File: src/hdl/sfc_pkg.sv
// ----------------------------------------------------------------------------
// sfc_pkg: shared definitions for the sphere frustum cull core
// Widths, register codes, verdict codes and the structures that pass
// between the configuration, transform and classify stages.
// ----------------------------------------------------------------------------
package sfc_pkg;

    localparam int COORD_WIDTH     = 16;
    localparam int FIELD_WIDTH     = 16;
    localparam int MAX_WIDTH       = (COORD_WIDTH > FIELD_WIDTH) ? COORD_WIDTH : FIELD_WIDTH;
    localparam int VEC_WIDTH       = MAX_WIDTH + 1;
    localparam int PROD_WIDTH      = VEC_WIDTH + FIELD_WIDTH;
    localparam int SUM_WIDTH       = PROD_WIDTH + 3;
    localparam int RF_WIDTH        = COORD_WIDTH + FIELD_WIDTH;
    localparam int BOUND_WIDTH     = MAX_WIDTH + 2;
    localparam int DEPTH_SHIFT     = 14;
    localparam int LAT_SHIFT       = 12;
    localparam int AZ_TRUNC_WIDTH  = BOUND_WIDTH + DEPTH_SHIFT;
    localparam int ZPROD_WIDTH     = AZ_TRUNC_WIDTH + FIELD_WIDTH + 1;
    localparam int LAT_WIDTH       = ZPROD_WIDTH + 3;

    localparam int NUM_AXES        = 3;
    localparam int IN_FIELDS       = 4;
    localparam int IN_TDATA_WIDTH  = ((IN_FIELDS * COORD_WIDTH + 7) / 8) * 8;
    localparam int VERDICT_WIDTH   = 2;
    localparam int OUT_TDATA_WIDTH = 8;

    localparam int VEC_REG_WIDTH   = 48;
    localparam int PAIR_REG_WIDTH  = 32;
    localparam int CFG_DATA_WIDTH  = VEC_REG_WIDTH;
    localparam int CFG_INDEX_WIDTH = 3;

    typedef enum logic [CFG_INDEX_WIDTH-1:0] {
        REG_CAMERA_POSITION,
        REG_AXIS_RIGHT,
        REG_AXIS_UP,
        REG_AXIS_BACK,
        REG_NEAR_FAR,
        REG_SLOPES,
        REG_SPHERE_FACTORS
    } cfg_reg_t;

    typedef enum logic [VERDICT_WIDTH-1:0] {
        VERDICT_OUTSIDE,
        VERDICT_INTERSECT,
        VERDICT_INSIDE
    } verdict_t;

    typedef struct packed {
        logic [VEC_REG_WIDTH-1:0]  camera;
        logic [VEC_REG_WIDTH-1:0]  right;
        logic [VEC_REG_WIDTH-1:0]  up;
        logic [VEC_REG_WIDTH-1:0]  back;
        logic [PAIR_REG_WIDTH-1:0] near_far;
        logic [PAIR_REG_WIDTH-1:0] slopes;
        logic [PAIR_REG_WIDTH-1:0] factors;
    } cfg_t;

    typedef struct packed {
        logic signed [SUM_WIDTH-1:0] ax;
        logic signed [SUM_WIDTH-1:0] ay;
        logic signed [SUM_WIDTH-1:0] az;
        logic [COORD_WIDTH-1:0]      radius;
        logic [RF_WIDTH-1:0]         rf_h;
        logic [RF_WIDTH-1:0]         rf_v;
    } xf_t;

endpackage

File: src/hdl/sfc_cfg.sv
// ----------------------------------------------------------------------------
// sfc_cfg: configuration register file
// Holds the camera position, axes, depth planes, slopes and sphere factors.
// ----------------------------------------------------------------------------
module sfc_cfg
(
    input  logic                                clk,
    input  logic                                rst_n,
    input  logic                                cfg_wr_en,
    input  logic [sfc_pkg::CFG_INDEX_WIDTH-1:0] cfg_index,
    input  logic [sfc_pkg::CFG_DATA_WIDTH-1:0]  cfg_wr_data,
    output sfc_pkg::cfg_t                       cfg
);

    localparam int PW = sfc_pkg::PAIR_REG_WIDTH;

    sfc_pkg::cfg_t cfg_reg;
    sfc_pkg::cfg_t cfg_next;

    always_comb
    begin
        cfg_next = cfg_reg;
        if (cfg_wr_en)
        begin
            case (sfc_pkg::cfg_reg_t'(cfg_index))
                sfc_pkg::REG_CAMERA_POSITION: cfg_next.camera   = cfg_wr_data;
                sfc_pkg::REG_AXIS_RIGHT:      cfg_next.right    = cfg_wr_data;
                sfc_pkg::REG_AXIS_UP:         cfg_next.up       = cfg_wr_data;
                sfc_pkg::REG_AXIS_BACK:       cfg_next.back     = cfg_wr_data;
                sfc_pkg::REG_NEAR_FAR:        cfg_next.near_far = cfg_wr_data[PW-1:0];
                sfc_pkg::REG_SLOPES:          cfg_next.slopes   = cfg_wr_data[PW-1:0];
                sfc_pkg::REG_SPHERE_FACTORS:  cfg_next.factors  = cfg_wr_data[PW-1:0];
                default:                      cfg_next = cfg_reg;
            endcase
        end
    end

    always_ff @(posedge clk or negedge rst_n)
    begin
        if (!rst_n)
        begin
            cfg_reg <= '0;
        end
        else
        begin
            cfg_reg <= cfg_next;
        end
    end

    assign cfg = cfg_reg;

endmodule

File: config.mk
export PLATFORM = sky130hd
export DESIGN_NAME = sfc_cfg
export DESIGN_NICKNAME = d
export VERILOG_FILES = /design/src/hdl/sfc_pkg.sv /design/src/hdl/sfc_cfg.sv
export SDC_FILE = /design/constraint.sdc
export NUM_CORES = 1
export LEC_CHECK = 0
export BUFFER_PORTS_ARGS = -buffer_cell sky130_fd_sc_hd__clkbuf_2
export CAP_MARGIN = 20
export CORE_MARGIN = 8
export CORE_UTILIZATION = 30
export DETAILED_ROUTE_END_ITERATION = 10
export GPL_TIMING_DRIVEN = 1
export PLACE_DENSITY_LB_ADDON = 0.25
export SYNTH_ARGS = -nofsm -noshare
export SYNTH_HDL_FRONTEND = slang
export SYNTH_SLANG_ARGS = --single-unit
File: constraint.sdc
create_clock -name clk -period 0.8 [get_ports clk]
set_input_delay 0.08 -clock clk [delete_from_list [all_inputs] [get_ports clk]]
set_output_delay 0.08 -clock clk [all_outputs]
set_load 0.1 [all_outputs]
-- Yosys cells after proc, flatten, opt, wreduce, memory -nomap -nowiden
Cells that the tools add are included.
- add/subtract/negate cells: 0
- multipliers: 0
- div/mod/pow operators: 0
- order comparisons: 0
- eq/ne operators: 6
- shift-type cells: 0
- mux-type cells: 0
- bitwise logic cells: 0
- reduce and logical (&&, ||, !) cells: 8
- operator list (cell ; number):
    2-bit AND reduction ; 7
    3-bit equality test, second input constant ; 3
    3-bit by 2-bit equality test with 1-bit output, second input constant ; 2
    3-bit by 1-bit equality test with 1-bit output, second input constant ; 1
    3-bit logical NOT ; 1
- register bits after elaboration: 288
- bits in latches: 0
- bits in writable memories: 0
- memory bits (read-only): 0
- input port bits: 54
- memories: 0

-- Depth between registers and ports, before layout
Gate-level depths: netlist (run 1).
- word-level depth: 2
- depth in mapped cells: 4

-- Worst setup path after synthesis (run 1)
No wires, ideal clock.
- path type: register to register
- start point: register cfg[140] (netlist name)
- end point: register cfg_reg, in the netlist cfg[140]
- arrival: 1.162 ns
- data required time: 0.672 ns
- slack: -0.490 ns
- stages on the path, launching flop included: 2
- buffers on the path: 0
- period minus slack after synthesis: 1.290 ns
- cell sequence: dfrtp_1 mux2_1
- RTL lines (element ; RTL line ; source):
    to (signal assigned) ; sfc_cfg.sv:46 ; cfg_reg <= cfg_next;
    to (decl) ; sfc_cfg.sv:17 ; sfc_pkg::cfg_t cfg_reg;

-- Worst setup path after layout (run 1)
- start point: register cfg_reg, in the netlist cfg[41]
- end point: output port cfg[41] in the netlist's numbering
- RTL lines (element ; RTL line ; source):
    to (decl) ; sfc_cfg.sv:12 ; output sfc_pkg::cfg_t cfg
No word-level cell between the ends.

==> flow_summary.yaml, run 1 <==
run_status:
  outcome: "finished, violations left"
  violations: "negative setup slack"
synth:
  synthCells: 613
  synth_fa_ha_area_share_pct: 0
  synth_top_family_by_area: "multiplexers"
  synth_compound_area_share_pct: 0
  syn_area_mm2: 0.0107
  synth_seq_cells: 288
  yosys.area_share.simple_pct: 0.712
  synthMuxAreaShare_pct: 30.3
  synth_warnings: 0
  synth-xor-area-share_pct: 0
  syn_avg_cell_area_um2: 17.5
  synth_cell_types: 10
  synthesis.nets: 667
  synth_seq_area_share_pct: 67.3
final_layout:
  seqCellArea_mm2: 0.00805
  final_cell_mix: "buf_12 (336), buf_6 (307), mux2_4 (229)"
  areaGrowthSynthToFinish_pct: 136
  fillers: 2090
  diodes: 0
  largest_reg_flops: 288
  layout_commonest_cell: "buf_12"
  drive_gt1_share_pct: 95.9
  fin_nets: 1454
  multiInputGateArea_mm2: 0.00421
power_and_ir_drop:
  p_total_w: 0.0916
  max-vdd-ir-drop_uv: 2730
  power.leakage_nw: 11.4
  p_per_area_mw_per_mm2: 3620
critical_path:
  critPathMaxFanout: 2
  worstPathArrival_ns: 1.28
  critPathCaptureType: "primary output"
  worst_setup_path_start_kind: "flop"
  critical_path_class: "reg2out"
  worstPathRequired_ns: 0.72
route:
  avgRoutedWirePerCell_um: 22.8
  via_per_inst: 4.48
  drt-pass1-iter-count: 4
  post-route-drc-count: 0
  ant_nets: 0
  drt_iter0_markers: 251
  vias: 8444
  wl_um: 42900
floorplan:
  rows: 69
  core_area_mm2: 0.0354
  start_util_pct: 30.3
  dieArea_mm2: 0.0420
  ios: 342
  dieWidth_um: 205
  die_h_um: 205
place:
  dpl.hpwl_um: 27100
  dp_slack_ns: -0.655
  io_buffers: 341
  routabilityCongestion: 0.763
clocking:
  cts_tree: "built"
  htree_levels: 2
  cts-root-buf: "clkbuf_16"
  clk_pin_slew_ns: 0.06
  clockBufferDepth: 3
  insertion_delay_ns: 0.50
  cts.sinks: 288
  cts_buffers: 34
global_route:
  antenna_found_initial: 0
  grt-ovfl-total: 0
  grt-busiest-layer: "met2"
  grt_max_degree: 71
  met3_usage_pct: 6.63
  use_met1_pct: 23.9
  gr-usage-all-layers_pct: 19.6
  grt_pass1_vias: 9547
  grt_pass1_wl_um: 62600
  met2_usage_pct: 32.7
timing:
  final_max_slew_viol_count: 0
  fmax_mhz: 734
  min_period_over_period_pct: 170
  hold_viol_final: 0
  rsz0062_at_grt: "true"
  setup_viol: 553
  finClkSkew_ns: 0
  slew_headroom_pct: 74.3
  fin_ws_ns: -0.562
  hold_ws_ns: 0.0223
  tightest_slew_ns: 0.385
  fin_crit_ns: 1.36
  tns_ns: -164.46
min_path:
  hold_path.class: "in2reg"
run:
  cap_violations: 0
[worst paths after layout]
check,from,end,slack (ns),cells past startpoint
hold / removal,cfg_wr_data[29],cfg[269]$_DFFE_PN0P_,0.02,2
setup / recovery,cfg[41]$_DFFE_PN0P_,cfg[41],-0.56,2
max in group asynchronous,rst_n,cfg[39]$_DFFE_PN0P_,0.01,3
setup reg to reg,cfg[127]$_DFFE_PN0P_,cfg[127]$_DFFE_PN0P_,-0.30,3
hold reg to reg,cfg[81]$_DFFE_PN0P_,cfg[81]$_DFFE_PN0P_,0.53,1
min in group asynchronous,rst_n,cfg[151]$_DFFE_PN0P_,0.19,3
[layout make-up]
class / count / area share [%]
timing repair buffer: 781 / 45.2
sequential: 288 / 31.8
multi-input combinational: 295 / 16.6
clock buffer: 46 / 3.78
tap: 461 / 2.28
clock inverter: 12 / 0.371
[cell families after synthesis]
| kind of cell | count (synthesis) |
|---|---|
| multiplexers | 288 |
| flip-flops | 288 |
| buffers and inverters | 30 |
| AND/OR/NAND/NOR | 7 |
[per-layer routing]
metal / vias up / routed length [µm]
met2: 252 / 21400
met1: 4397 / 17200
met4: 0 / 994
li1: 3733 / -
met5: - / 0
met3: 62 / 3300
[where the power goes]
| group | switching [W] | total [W] | internal, W |
|---|---|---|---|
| logic | 0.0308 | 0.0541 | 0.0234 |
| registers | 0.00322 | 0.0226 | 0.0194 |
| clock network | 0.00608 | 0.0148 | 0.00871 |
| total | 0.0401 | 0.0916 | 0.0515 |
[Yosys cell counts]
library cell / number / area (µm²)
dfrtp_1: 288 / 7210
mux2_2: 240 / 2700
mux2_1: 48 / 541
buf_2: 18 / 90.1
buf_4: 10 / 75.1
nand4b_1: 3 / 26.3
and4bb_1: 2 / 25.0
buf_6: 2 / 22.5
nor4b_2: 1 / 15.0
nor4bb_1: 1 / 10.0
[through the flow]
stage               std cells  cell area [µm²]  utilization [%]
floorplan                 613            12500                -
global placement         1627            21100             59.5
detailed placement       1627            21100             59.5
CTS                      1839            24900             70.2
global route             1883            25300             71.5
finish                   1883            25300             71.5
[critical path, stage by stage, from the launching register on]
cell and delay [ns]:
dfrtp_4 0.49, buf_12 0.13, buf_12 0.15
[what timing repair did]
action,4_1_cts,5_1_grt
setup endpoints to repair,576,576
setup buffers,94,67
hold buffers,48,1
gates cloned,13,1
pin swaps,3,4
hold endpoints to repair,549,3
resized for setup,290,82
Power figures use the tool's default switching activity.
==> run 2: changes to the inputs <==
--- a/config.mk
+++ b/config.mk
@@ -6,12 +6,12 @@
 export NUM_CORES = 1
 export LEC_CHECK = 0
 export BUFFER_PORTS_ARGS = -buffer_cell sky130_fd_sc_hd__clkbuf_2
-export CAP_MARGIN = 20
 export CORE_MARGIN = 8
 export CORE_UTILIZATION = 30
 export DETAILED_ROUTE_END_ITERATION = 10
 export GPL_TIMING_DRIVEN = 1
 export PLACE_DENSITY_LB_ADDON = 0.25
+export REMOVE_ABC_BUFFERS = 1
 export SYNTH_ARGS = -nofsm -noshare
 export SYNTH_HDL_FRONTEND = slang
 export SYNTH_SLANG_ARGS = --single-unit
==> run 2 against run 1 <==
The flow still finishes with violations (negative setup slack). Clock skew is the same. Count of clock-buffer cells in the layout shrank 3. Fmax grew 1.7%. Global-route usage shrank 1.7 points. Critical endpoint is now cfg[106].
==> flow_summary.yaml, run 2 (synthesis results as in run 1) <==
clocking:
  clockBufferDepth: 3
  clk_pin_slew_ns: 0.06
  htree_levels: 1
  cts.sinks: 288
  cts-root-buf: "clkbuf_16"
  cts_tree: "built"
  cts_buffers: 31
  insertion_delay_ns: 0.55
final_layout:
  stdcell_count: 1822
  areaGrowthSynthToFinish_pct: 120
  final_cell_mix: "buf_12 (319), dfrtp_1 (287), buf_6 (219)"
  fillers: 2330
  fin_nets: 1395
  largest_reg_flops: 288
  layout_commonest_cell: "buf_12"
  diodes: 0
  drive_gt1_share_pct: 74.5
global_route:
  grt_max_degree: 43
  antenna_found_initial: 0
  grt_pass1_vias: 8975
  gr-usage-all-layers_pct: 17.9
  grt_pass1_wl_um: 57600
  grt-ovfl-total: 0
floorplan:
  die_h_um: 205
  ios: 342
  start_util_pct: 30.3
  rows: 69
  core_area_mm2: 0.0354
  dieArea_mm2: 0.0420
  dieWidth_um: 205
run_status:
  outcome: "finished, violations left"
  violations: "negative setup slack"
route:
  avgRoutedWirePerCell_um: 22.8
  drt-pass1-iter-count: 4
  wl_um: 41500
  via_per_inst: 4.47
  drt_iter0_markers: 224
  post-route-drc-count: 0
  ant_nets: 0
  vias: 8138
timing:
  final_max_slew_viol_count: 0
  min_period_over_period_pct: 167
  hold_viol_final: 0
  tightest_slew_ns: 0.350
  setup_viol: 518
  rsz0062_at_grt: "true"
  finClkSkew_ns: 0
  fin_crit_ns: 1.34
  slew_headroom_pct: 76.6
  fmax_mhz: 747
  fin_ws_ns: -0.539
  tns_ns: -156.46
critical_path:
  worstReg2RegEnd: "cfg[249]$_DFFE_PN0P_"
  regToRegSetupSlack_ns: -0.22
  worst_setup_path_start_kind: "flop"
  critical_path_class: "reg2out"
  startpoint: "cfg[106]$_DFFE_PN0P_"
  worstPathRequired_ns: 0.72
  worstPathArrival_ns: 1.26
  critPathMaxFanout: 2
  critPathCaptureType: "primary output"
  reg2reg_depth: 3
  r2r_start: "cfg[249]$_DFFE_PN0P_"
power_and_ir_drop:
  p_per_area_mw_per_mm2: 3650
  p_total_w: 0.0859
  max-vdd-ir-drop_uv: 2420
  power.leakage_nw: 11.1
min_path:
  hold_path.class: "in2async"
run:
  cap_violations: 0
place:
  routabilityCongestion: 0.727
  placed_cells: 1602
  io_buffers: 341
  dpl.hpwl_um: 25200
==> run 2: cell type report <==
| cell class | count | area [µm²] | share of cell area [%] |
|---|---|---|---|
| repair buffers | 725 | 10700 | 45.5 |
| flip-flops and latches | 288 | 7210 | 30.6 |
| multi-input cells | 295 | 4100 | 17.4 |
| clock buffers | 43 | 871 | 3.70 |
| well taps | 461 | 577 | 2.45 |
| clock inverters | 10 | 75.1 | 0.319 |
==> run 2: through the flow <==
step,util (%),area (µm²),worst slack [ns],hold WS [ns]
after global routing,66.5,23500,-0.582,0.0769
after floorplan,-,10500,-3.06,-0.216
after detailed placement,53.8,19100,-0.657,-0.00649
final,66.5,23500,-0.539,0.0914
after CTS,63.4,22400,-0.560,0.00193
after global placement,53.8,19100,-0.635,-0.000193
==> run 2: what timing repair did <==
item / 4_1_cts / 5_1_grt
hold buffers: 49 / 0
gates resized for setup: 326 / 160
buffers inserted: 45 / 85
endpoints found under the setup margin: 393 / 508
gates cloned: 14 / 7
pin swaps: 4 / 5
hold endpoints to repair: 576 / 0
==> run 2: critical path: stages (launching register included) <==
cell,delay [ns]
dfrtp_1,0.41
buf_6,0.14
buf_12,0.15
==> run 2: worst max path at each step <==
stage / end / slack [ns] / cells after the start
after floorplan: cfg[64]$_DFFE_PN0P_ / -3.06 / 2
after global placement: cfg[255]$_DFFE_PN0P_ / -0.63 / 5
after detailed placement: cfg[262]$_DFFE_PN0P_ / -0.66 / 5
after CTS: cfg[257] / -0.56 / 2
after global routing: cfg[257] / -0.58 / 2
final: cfg[106] / -0.54 / 2
==> run 2: layer usage <==
layer / global-route usage (%) / wire, µm / share of wire [%] / vias up
li1: - / - / - / 3636
met1: 20.3 / 16100 / 39 / 4184
met2: 32.2 / 21200 / 51 / 244
met3: 5.22 / 2940 / 7.1 / 74
met4: 5.36 / 1280 / 3.1 / 0
met5: 0 / 0 / 0 / -
==> run 2: power breakdown <==
| part | switching [W] | leakage [nW] | internal (W) |
|---|---|---|---|
| Combinational | 0.0302 | 7.15 | 0.0213 |
| Clock | 0.00569 | 0.476 | 0.00782 |
| Sequential | 0.00305 | 3.46 | 0.0178 |
| Total | 0.0389 | 11.1 | 0.0470 |
